===== src/design/prw_pkg.sv =====
`default_nettype none

package prw_pkg;

  localparam int unsigned SOURCE_COUNT = 4;
  localparam int unsigned WINDOW_BITS  = 32;

  localparam int unsigned SRC_W  = (SOURCE_COUNT > 1) ? $clog2(SOURCE_COUNT) : 1;
  localparam int unsigned SHIFT_W = $clog2(WINDOW_BITS);

  localparam int unsigned SEQ_W = 32;
  localparam int unsigned CNT_W = 32;

  localparam int unsigned IN_TDATA_W  = 40;
  localparam int unsigned OUT_TDATA_W = 160;
  localparam int unsigned OUT_TUSER_W = 4;

  typedef logic [WINDOW_BITS-1:0] mask_t;

  typedef enum logic [2:0] {
    OUT_FIRST   = 3'd0,
    OUT_NEWER   = 3'd1,
    OUT_LATE    = 3'd2,
    OUT_REPEAT  = 3'd3,
    OUT_TOO_OLD = 3'd4,
    OUT_BAD_SRC = 3'd5
  } outcome_e;

  typedef struct packed {
    logic              accepted;
    outcome_e          outcome;
    logic [SEQ_W-1:0]  new_top;
    mask_t             new_mask;
    logic [CNT_W-1:0]  gap_add;
    logic              repeat_inc;
    logic              late_inc;
  } upd_t;

endpackage

`default_nettype wire


===== src/design/prw_window_update.sv =====
`default_nettype none

module prw_window_update (
  input  wire logic                       started_i,
  input  wire logic [prw_pkg::SEQ_W-1:0]  top_i,
  input  wire prw_pkg::mask_t             mask_i,
  input  wire logic [prw_pkg::SEQ_W-1:0]  seq_i,
  output prw_pkg::upd_t                   upd_o
);

  logic [prw_pkg::SEQ_W-1:0]   step;
  logic [prw_pkg::SEQ_W-1:0]   back;
  logic [prw_pkg::SHIFT_W-1:0] step_sh;
  logic [prw_pkg::SHIFT_W-1:0] back_sh;
  prw_pkg::mask_t              back_bit;
  prw_pkg::mask_t              shifted;

  assign step     = seq_i - top_i;
  assign back     = top_i - seq_i;
  assign step_sh  = step[prw_pkg::SHIFT_W-1:0];
  assign back_sh  = back[prw_pkg::SHIFT_W-1:0];
  assign back_bit = prw_pkg::mask_t'(1) << back_sh;
  assign shifted  = (mask_i << step_sh) | prw_pkg::mask_t'(1);

  always_comb begin
    upd_o.accepted   = 1'b0;
    upd_o.outcome    = prw_pkg::OUT_REPEAT;
    upd_o.new_top    = top_i;
    upd_o.new_mask   = mask_i;
    upd_o.gap_add    = '0;
    upd_o.repeat_inc = 1'b0;
    upd_o.late_inc   = 1'b0;
    if (!started_i) begin
      upd_o.accepted = 1'b1;
      upd_o.outcome  = prw_pkg::OUT_FIRST;
      upd_o.new_top  = seq_i;
      upd_o.new_mask = prw_pkg::mask_t'(1);
    end else if (seq_i > top_i) begin
      upd_o.accepted = 1'b1;
      upd_o.outcome  = prw_pkg::OUT_NEWER;
      upd_o.new_top  = seq_i;
      upd_o.gap_add  = step - prw_pkg::CNT_W'(1);
      // a jump past the window leaves only the new top marked
      if (step >= prw_pkg::SEQ_W'(prw_pkg::WINDOW_BITS)) begin
        upd_o.new_mask = prw_pkg::mask_t'(1);
      end else begin
        upd_o.new_mask = shifted;
      end
    end else if (back >= prw_pkg::SEQ_W'(prw_pkg::WINDOW_BITS)) begin
      upd_o.outcome    = prw_pkg::OUT_TOO_OLD;
      upd_o.repeat_inc = 1'b1;
    end else if ((mask_i & back_bit) != '0) begin
      upd_o.outcome    = prw_pkg::OUT_REPEAT;
      upd_o.repeat_inc = 1'b1;
    end else begin
      upd_o.accepted = 1'b1;
      upd_o.outcome  = prw_pkg::OUT_LATE;
      upd_o.new_mask = mask_i | back_bit;
      upd_o.late_inc = 1'b1;
    end
  end

endmodule

`default_nettype wire


===== src/design/per_source_replay_window.sv =====
// per-source anti-replay window
// input stream: one beat per packet header, tdata = source id and sequence number.
// output stream: one beat per input beat, in order; tuser carries the accept flag
// and the outcome code, tdata the window of that source after the update and the
// running gap, repeat and late totals.
// path: the input beat is taken into the input register, then the per-source
// read-modify-write writes the result beat into the result register.
// throughput: one beat per cycle while tready is high, set by the read-modify-write
// of the per-source table; packets of the same source may follow back to back.
// reset: all windows closed, all totals zero, both streams empty.
// stall: while the receiver holds tready low the result beat holds, one more
// input beat is taken into the input register, then tready goes low upstream.
// sequence numbers compare as plain unsigned values; totals wrap at 2^32.
// an out-of-range source gives outcome bad source with zero window fields.
`default_nettype none

module per_source_replay_window (
  input  wire logic                              clk_i,
  input  wire logic                              rst_ni,
  input  wire logic                              s_axis_tvalid_i,
  output logic                                   s_axis_tready_o,
  // source_id [7:0], seq_number [39:8]
  input  wire logic [prw_pkg::IN_TDATA_W-1:0]    s_axis_tdata_i,
  output logic                                   m_axis_tvalid_o,
  input  wire logic                              m_axis_tready_i,
  // window_top [31:0], window_bits [63:32], gap_total [95:64],
  // repeat_total [127:96], late_total [159:128]
  output logic [prw_pkg::OUT_TDATA_W-1:0]        m_axis_tdata_o,
  // accepted [0], outcome [3:1]
  output logic [prw_pkg::OUT_TUSER_W-1:0]        m_axis_tuser_o
);

  logic                       in_valid_q;
  logic [7:0]                 src_q;
  logic [prw_pkg::SEQ_W-1:0]  seq_q;

  logic [prw_pkg::SOURCE_COUNT-1:0] started_q;
  logic [prw_pkg::SEQ_W-1:0]        top_q  [prw_pkg::SOURCE_COUNT];
  prw_pkg::mask_t                   mask_q [prw_pkg::SOURCE_COUNT];

  logic [prw_pkg::CNT_W-1:0] gap_q, gap_d;
  logic [prw_pkg::CNT_W-1:0] rep_q, rep_d;
  logic [prw_pkg::CNT_W-1:0] late_q, late_d;

  logic                                out_valid_q;
  logic [prw_pkg::OUT_TDATA_W-1:0]     tdata_q, tdata_d;
  logic [prw_pkg::OUT_TUSER_W-1:0]     tuser_q, tuser_d;

  logic                      out_free;
  logic                      advance;
  logic                      in_take;
  logic                      bad_src;
  logic [prw_pkg::SRC_W-1:0] idx;
  prw_pkg::upd_t             upd;

  assign out_free = !out_valid_q || m_axis_tready_i;
  assign advance  = in_valid_q && out_free;
  assign s_axis_tready_o = !in_valid_q || advance;
  assign in_take  = s_axis_tvalid_i && s_axis_tready_o;

  assign bad_src = src_q >= 8'(prw_pkg::SOURCE_COUNT);
  assign idx     = src_q[prw_pkg::SRC_W-1:0];

  prw_window_update u_update (
    .started_i (started_q[idx]),
    .top_i     (top_q[idx]),
    .mask_i    (mask_q[idx]),
    .seq_i     (seq_q),
    .upd_o     (upd)
  );

  always_comb begin
    gap_d   = gap_q;
    rep_d   = rep_q;
    late_d  = late_q;
    tuser_d = {prw_pkg::OUT_BAD_SRC, 1'b0};
    if (!bad_src) begin
      gap_d   = gap_q + upd.gap_add;
      rep_d   = rep_q + prw_pkg::CNT_W'(upd.repeat_inc);
      late_d  = late_q + prw_pkg::CNT_W'(upd.late_inc);
      tuser_d = {upd.outcome, upd.accepted};
    end
    tdata_d = {late_d, rep_d, gap_d,
               bad_src ? 32'd0 : 32'(upd.new_mask),
               bad_src ? 32'd0 : upd.new_top};
  end

  always_ff @(posedge clk_i or negedge rst_ni) begin
    if (!rst_ni) begin
      in_valid_q  <= 1'b0;
      out_valid_q <= 1'b0;
      started_q   <= '0;
      gap_q       <= '0;
      rep_q       <= '0;
      late_q      <= '0;
    end else begin
      if (in_take) begin
        in_valid_q <= 1'b1;
      end else if (advance) begin
        in_valid_q <= 1'b0;
      end
      if (advance) begin
        out_valid_q <= 1'b1;
      end else if (m_axis_tready_i) begin
        out_valid_q <= 1'b0;
      end
      if (advance) begin
        gap_q  <= gap_d;
        rep_q  <= rep_d;
        late_q <= late_d;
        if (!bad_src) begin
          started_q[idx] <= 1'b1;
        end
      end
    end
  end

  // payload and per-source window storage, qualified by the valid bits above
  always_ff @(posedge clk_i) begin
    if (in_take) begin
      src_q <= s_axis_tdata_i[7:0];
      seq_q <= s_axis_tdata_i[39:8];
    end
    if (advance) begin
      tdata_q <= tdata_d;
      tuser_q <= tuser_d;
      if (!bad_src) begin
        top_q[idx]  <= upd.new_top;
        mask_q[idx] <= upd.new_mask;
      end
    end
  end

  assign m_axis_tvalid_o = out_valid_q;
  assign m_axis_tdata_o  = tdata_q;
  assign m_axis_tuser_o  = tuser_q;

endmodule

`default_nettype wire


===== config.mk =====
export PLATFORM = sky130hd
export DESIGN_NAME = per_source_replay_window
export DESIGN_NICKNAME = d
export VERILOG_FILES = /design/src/design/prw_pkg.sv /design/src/design/prw_window_update.sv /design/src/design/per_source_replay_window.sv
export SDC_FILE = /design/constraint.sdc
export NUM_CORES = 1
export LEC_CHECK = 0
export ABC_AREA = 1
export BUFFER_PORTS_ARGS = -buffer_cell sky130_fd_sc_hd__buf_2
export CAP_MARGIN = 20
export CORE_MARGIN = 1
export CORE_UTILIZATION = 66
export CTS_CLUSTER_DIAMETER = 40
export DETAILED_ROUTE_END_ITERATION = 7
export PLACE_DENSITY = 0.86
export SETUP_SLACK_MARGIN = 0.3
export SLEW_MARGIN = 0
export SYNTH_ARGS = -nofsm -noshare
export SYNTH_HDL_FRONTEND = slang
export SYNTH_SLANG_ARGS = --single-unit

===== constraint.sdc =====
create_clock -name clk_i -period 17.6 [get_ports clk_i]
set_input_delay 2.64 -clock clk_i [delete_from_list [all_inputs] [get_ports clk_i]]
set_output_delay 2.64 -clock clk_i [all_outputs]
set_load 0.02 [all_outputs]

==> flow_summary.toml, run 1 <==
[placement]
place.gp.congestion = 1.064
io_buffer_count = 209
dp_hpwl_um = 64220
placed_cells = 4490

[floorplanning]
dieArea_um2 = 49340
die_w_um = 222.1
core.rowCount = 80
initial_core_util_pct = 66.98
die_height_um = 222.1
io_pins = 210
core_um2 = 47750

[timing]
hold_slack_ps = 486.9
finalHoldViolations = 0
period_share_pct = 50.08
skew_ps = 25.69
setup_violations = 0
tns_ps = 0
rsz0062_at_grt = "false"
finalCriticalPeriod_ps = 8815
max-slew-margin-rel_pct = 27.57
worst_pin_slew_ps = 1086
slew_violations = 0
clock.fmax_mhz = 113.4

[clock_network]
cts-root-buf = "clkbuf_16"
cts_hold_buf = 0
postCtsSetupRepairBufs = 0
cts.path.max_buffers = 3
cts_tree = "done"
clkSlewWorstSetupHoldPaths_ps = 60
cts_sinks = 564
cts_buffers = 68
clock_latency_ps = 610
post_cts_resized = 0
ctsHtreeMaxLevel = 3

[global_routing]
antenna_found_initial = 1
grt_util_all_layers_pct = 36.40
grt-ovfl-total = 0
grt_pass1_vias = 26350
grt_start_max_net_pins = 139
grt_pass1_wl_um = 139800

[routing]
drc = 1
route.vias.total = 27300
first_iter_violations = 3177
wl_um = 90220
viasPerCell = 5.916
ant_nets = 0
wl_per_cell_um = 19.55
dr.pass1.iters = 8

[synth]
async_reset_ff_share_pct = 18.09
synth-edff-count = 460
synth_top_area_share_pct = 43.19
yosysUniqueCellTypes = 63
synth_area_leader_cell = "edfxtp_1"
ys_seq_area_share_pct = 51.30
ys_ff_latch = 564
yosys-top-cells-area = "edfxtp_1 (43%), nand2_1 (14%), dfrtp_1 (8.0%)"
postSynthAreaPerCell_um2 = 8.458
yosysWarningCount = 0
syn_nets = 3928
syn_area_um2 = 31980
synthFlopType = "edfxtp_1"
synth_cells = 3781

[layout]
layout-drive-gt1-share_pct = 10.28
fillCellCount = 3394
final_cells = 4614
nets = 4093
area_growth_pct = 11.77
fin_util_pct = 74.86
antenna_cells = 0

[worst_setup_path]
critPathMaxStageDelay_ps = 710
cp.required_ps = 18140
ff2ff_setup_slack_ps = 8790
crit_type = "register to register"
cp_max_fo = 88
startpoint_type = "register"
critPathArrivalTime_ps = 9360
critPathMostFrequentCell = "nand2_1"
crit_path_end_kind = "register"
cp_slowest_cell = "nor2_4"

[run_status]
violations = "DRC"
status = "complete, but fails checks"

[min_path]
holdCritStartpoint = "started_q[2]"
hp-class = "register to register"

[run]
drv_cap = 0

[power]
finalPower_w = 0.004652
peakVddDrop_mv = 0.1139
powerDensity_nw_per_um2 = 130.2
p_leak_nw = 16.03
cell type report:
| type | instances | area (um^2) | area share (%) |
|---|---|---|---|
| repair buffers | 238 | 1286 | 3.598 |
| clock buffers | 82 | 1775 | 4.967 |
| clock inverters | 41 | 485.5 | 1.358 |
| inverters | 468 | 1765 | 4.939 |
| flip-flops and latches | 564 | 16410 | 45.91 |
| well taps | 615 | 769.5 | 2.153 |
| multi-input cells | 2606 | 13250 | 37.08 |
worst max-delay path: cells and delay by family (launching register included):
family | cells | cell delay [ps]
AO/OA/AOI/OAI | 3 | 770
XOR/XNOR | 2 | 410
AND/OR/NAND/NOR | 17 | 4120
buffers and inverters | 7 | 1720
flip-flops | 1 | 680
adder cells (fa/ha/maj) | 3 | 940
registers in the layout (all words and copies together) (netlist names), named ones only:
| register | flops |
|---|---|
| m_axis_tdata_o | 160 |
| mask_q | 128 |
| top_q | 128 |
| gap_q | 32 |
| late_q | 32 |
| rep_q | 32 |
| seq_q | 32 |
| src_q | 8 |
| m_axis_tuser_o | 4 |
| started_q | 4 |
| in_valid_q | 1 |
| m_axis_tvalid_o | 1 |
cell families (layout without fill, tap and decap cells):
kind of cell | Yosys count | in the layout | synth area share [%]
xor+xnor | 132 | 132 | 3.709
simple gates | 1808 | 1808 | 23.35
buf+inv | 611 | 829 | 7.391
mux | 13 | 13 | 0.4069
flops | 564 | 564 | 51.30
fa+ha+maj | 103 | 103 | 4.100
compound gates | 550 | 550 | 9.746
final timing paths:
| check | endpoint | cells after the start |
|---|---|---|
| max | late_q[27] | 32 |
| min | started_q[2] | 2 |
| max reg2reg | late_q[27] | 32 |
| min reg2reg | started_q[2] | 2 |
| max in group asynchronous | late_q[13] | 2 |
| min in group asynchronous | rep_q[25] | 1 |
layer usage:
metal	global-route usage [%]	vias up	part of all wire (%)
met2	61.57	1344	49
met4	15.28	2	3.9
li1	-	12830	-
met1	47.21	12860	40
met3	5.062	251	7.3
met5	0	-	0.014
synth_stat cells, drive strengths merged (54+ instances only):
master,count
o21ai,280
nor2,313
xor2,108
ha,100
dfrtp,102
clkbuf,89
edfxtp,460
nand2,1176
a21oi,149
inv,462
nand4,65
nand3,174
buf,54
power by group:
part	switching [W]	internal, W	total [W]
logic	0.00111	0.000428	0.00153
clock network	0.000561	0.000837	0.00140
registers	0.0000796	0.00164	0.00172
metrics by stage:
step	setup WS, ps	instance area (um^2)
3_5_place_dp	9158	33460
6_report	8785	35740
3_3_place_gp	9346	33450
5_1_grt	8131	35740
2_1_floorplan	9104	31980
4_1_cts	9027	35720
layout by cell type (no fill, tap or decap), drive strengths merged, types with 8 or more instances in the layout:
cell type,Yosys,final
clkinv,6,27
dfrtp,102,102
o21a,8,8
and2,8,8
inv,462,471
a21oi,149,149
edfxtp,460,460
clkbuf,89,82
ha,100,100
mux2i,13,13
nor3,46,46
nand2,1176,1176
nor4,8,8
buf,54,238
o31ai,9,9
o221ai,8,8
nor2,313,313
o21ai,280,280
a32oi,32,32
or2,10,10
xor2,108,108
nand3,174,174
a31oi,12,12
xnor2,24,24
o21bai,8,8
a22o,8,8
nand4,65,65
Note: power is estimated with default switching activity, not from simulation.
==> run 2, diff against run 1 <==
--- a/config.mk
+++ b/config.mk
@@ -9,10 +9,10 @@
 export BUFFER_PORTS_ARGS = -buffer_cell sky130_fd_sc_hd__buf_2
 export CAP_MARGIN = 20
 export CORE_MARGIN = 1
-export CORE_UTILIZATION = 66
+export CORE_UTILIZATION = 56
 export CTS_CLUSTER_DIAMETER = 40
 export DETAILED_ROUTE_END_ITERATION = 7
-export PLACE_DENSITY = 0.86
+export PLACE_DENSITY = 0.78
 export SETUP_SLACK_MARGIN = 0.3
 export SLEW_MARGIN = 0
 export SYNTH_ARGS = -nofsm -noshare
==> constraint.sdc (replaced) <==
create_clock -name clk_i -period 7.9 [get_ports clk_i]
set_input_delay 1.185 -clock clk_i [delete_from_list [all_inputs] [get_ports clk_i]]
set_output_delay 1.185 -clock clk_i [all_outputs]
set_load 0.02 [all_outputs]
==> flow_summary.toml, run 2 (same netlist as run 1, synthesis figures left out) <==
[global_routing]
grt_util_all_layers_pct = 30.62
grt_start_max_net_pins = 197
antenna_found_initial = 1
grt_pass1_wl_um = 137500
grt_pass1_vias = 25860
grt-ovfl-total = 0

[floorplanning]
dieArea_um2 = 58070
die_height_um = 241.0
core.rowCount = 87
die_w_um = 241.0
initial_core_util_pct = 56.71
core_um2 = 56390
io_pins = 210

[worst_setup_path]
startpoint_type = "register"
crit_buf_inv = 7
critPathArrivalTime_ps = 7730
r2r-end = "late_q[27]"
critPathMostFrequentCell = "nand2_1"
cp.required_ps = 8470
crit_family = "simple AND/OR/NAND/NOR gates"
r2r_cells = 31
crit_type = "register to register"
crit_path_end_kind = "register"
cp_slowest_cell = "clkinv_1"
cp_max_fo = 48
critPathMaxStageDelay_ps = 500
ff2ff_setup_slack_ps = 740

[run]
drv_cap = 0

[power]
peakVddDrop_mv = 0.1981
p_leak_nw = 16.29
powerDensity_nw_per_um2 = 294.6
switching_share_pct = 37.23
seq_power_share_pct = 35.6
pwr-share-clk_pct = 32.5
internal_power_w = 0.006747
combPwrFrac_pct = 32.0
power_switching_w = 0.004001

[routing]
viasPerCell = 5.621
first_iter_violations = 2522
dr.pass1.iters = 7
drc = 0
wl_per_cell_um = 18.52
route.vias.total = 26890
ant_nets = 0
wl_um = 88590

[layout]
fillCellCount = 4703
final_cells = 4783
layout_commonest_cell = "nand2_1"
layout-drive-gt1-share_pct = 11.05
seq_area_um2 = 16410
area_growth_pct = 14.09
nets = 4113
layout_common_cells = "nand2_1 (1166), edfxtp_1 (460), inv_1 (454)"
largest_register_ffs = 160
antenna_cells = 0
multi_input_area_um2 = 13270
fin_util_pct = 64.71

[min_path]
holdCritStartpoint = "started_q[2]"
hp-class = "register to register"
holdPathStages = 2
hold_end = "started_q[2]"

[placement]
dp_hpwl_um = 62810
placed_cells = 4645
place.gp.congestion = 1.026
io_buffer_count = 209

[timing]
max-slew-margin-rel_pct = 28.33
tns_ps = 0
skew_ps = 34.98
period_share_pct = 90.63
clock.fmax_mhz = 139.7
finalHoldViolations = 0
setup_violations = 0
slew_violations = 0
finalCriticalPeriod_ps = 7160
worst_pin_slew_ps = 1075
rsz0062_at_grt = "true"

[clock_network]
post_cts_resized = 0
cts_sinks = 564
postCtsSetupRepairBufs = 0
clock_latency_ps = 650
clkSlewWorstSetupHoldPaths_ps = 60
cts-root-buf = "clkbuf_16"
cts_buffers = 74
cts_tree = "done"
cts_hold_buf = 0
cts.path.max_buffers = 3
ctsHtreeMaxLevel = 3

[run_status]
status = "completed"
[run 2: area by class of cell]
cell class / count / share of cell area, %
tap: 756 / 2.593
inverter: 468 / 4.839
clock inverter: 51 / 1.914
clock buffer: 86 / 5.312
multi-input combinational: 2606 / 36.36
timing repair buffer: 252 / 4.005
sequential: 564 / 44.97
[run 2: worst max path at each step]
stage,from,end,slack [ps],depth (start not counted)
CTS,register,late_q[30],840,29
finish,register,late_q[27],740,31
detailed placement,register,late_q[30],950,29
global route,register,rep_q[26],230,36
floorplan,m_axis_tready_i,m_axis_tdata_o[0],860,6
global placement,register,rep_q[26],1120,36
[run 2: metal layers]
layer	GRT usage [%]	part of all wire [%]	routed length [um]	vias up
met5	0	0	0	-
met4	13.46	3.7	3289	0
met2	52.10	49	43320	1132
li1	-	-	-	12880
met1	39.02	40	35570	12680
met3	4.186	7.2	6414	202
[run 2: power groups by stage]
stage	clock network, W	registers (W)	logic, W
2_1_floorplan	0	0.00403	0.00219
3_3_place_gp	0	0.00387	0.00331
3_5_place_dp	0	0.00388	0.00334
4_1_cts	0.00353	0.00382	0.00336
5_1_grt	0.00364	0.00385	0.00377
6_report	0.00349	0.00382	0.00343
[run 2: metrics by stage]
| step | power [W] | setup slack, ps | hold slack (ps) | instance area (um^2) |
|---|---|---|---|---|
| after floorplan | 0.006212 | 859.4 | 427.5 | 31980 |
| after global placement | 0.007184 | 1122 | 443.2 | 33760 |
| after detailed placement | 0.007214 | 952.2 | 447.9 | 33810 |
| after CTS | 0.01072 | 841.4 | 480.1 | 36440 |
| after global routing | 0.01127 | 229.4 | 509.3 | 36490 |
| final | 0.01075 | 740.3 | 479.2 | 36490 |
[run 2: tightest hold or removal path, delay by kind of cell, from the launching register on]
family / cells / cell delay (ps)
buffers and inverters: 1 / 50
flip-flops: 1 / 330
AO/OA/AOI/OAI: 1 / 60
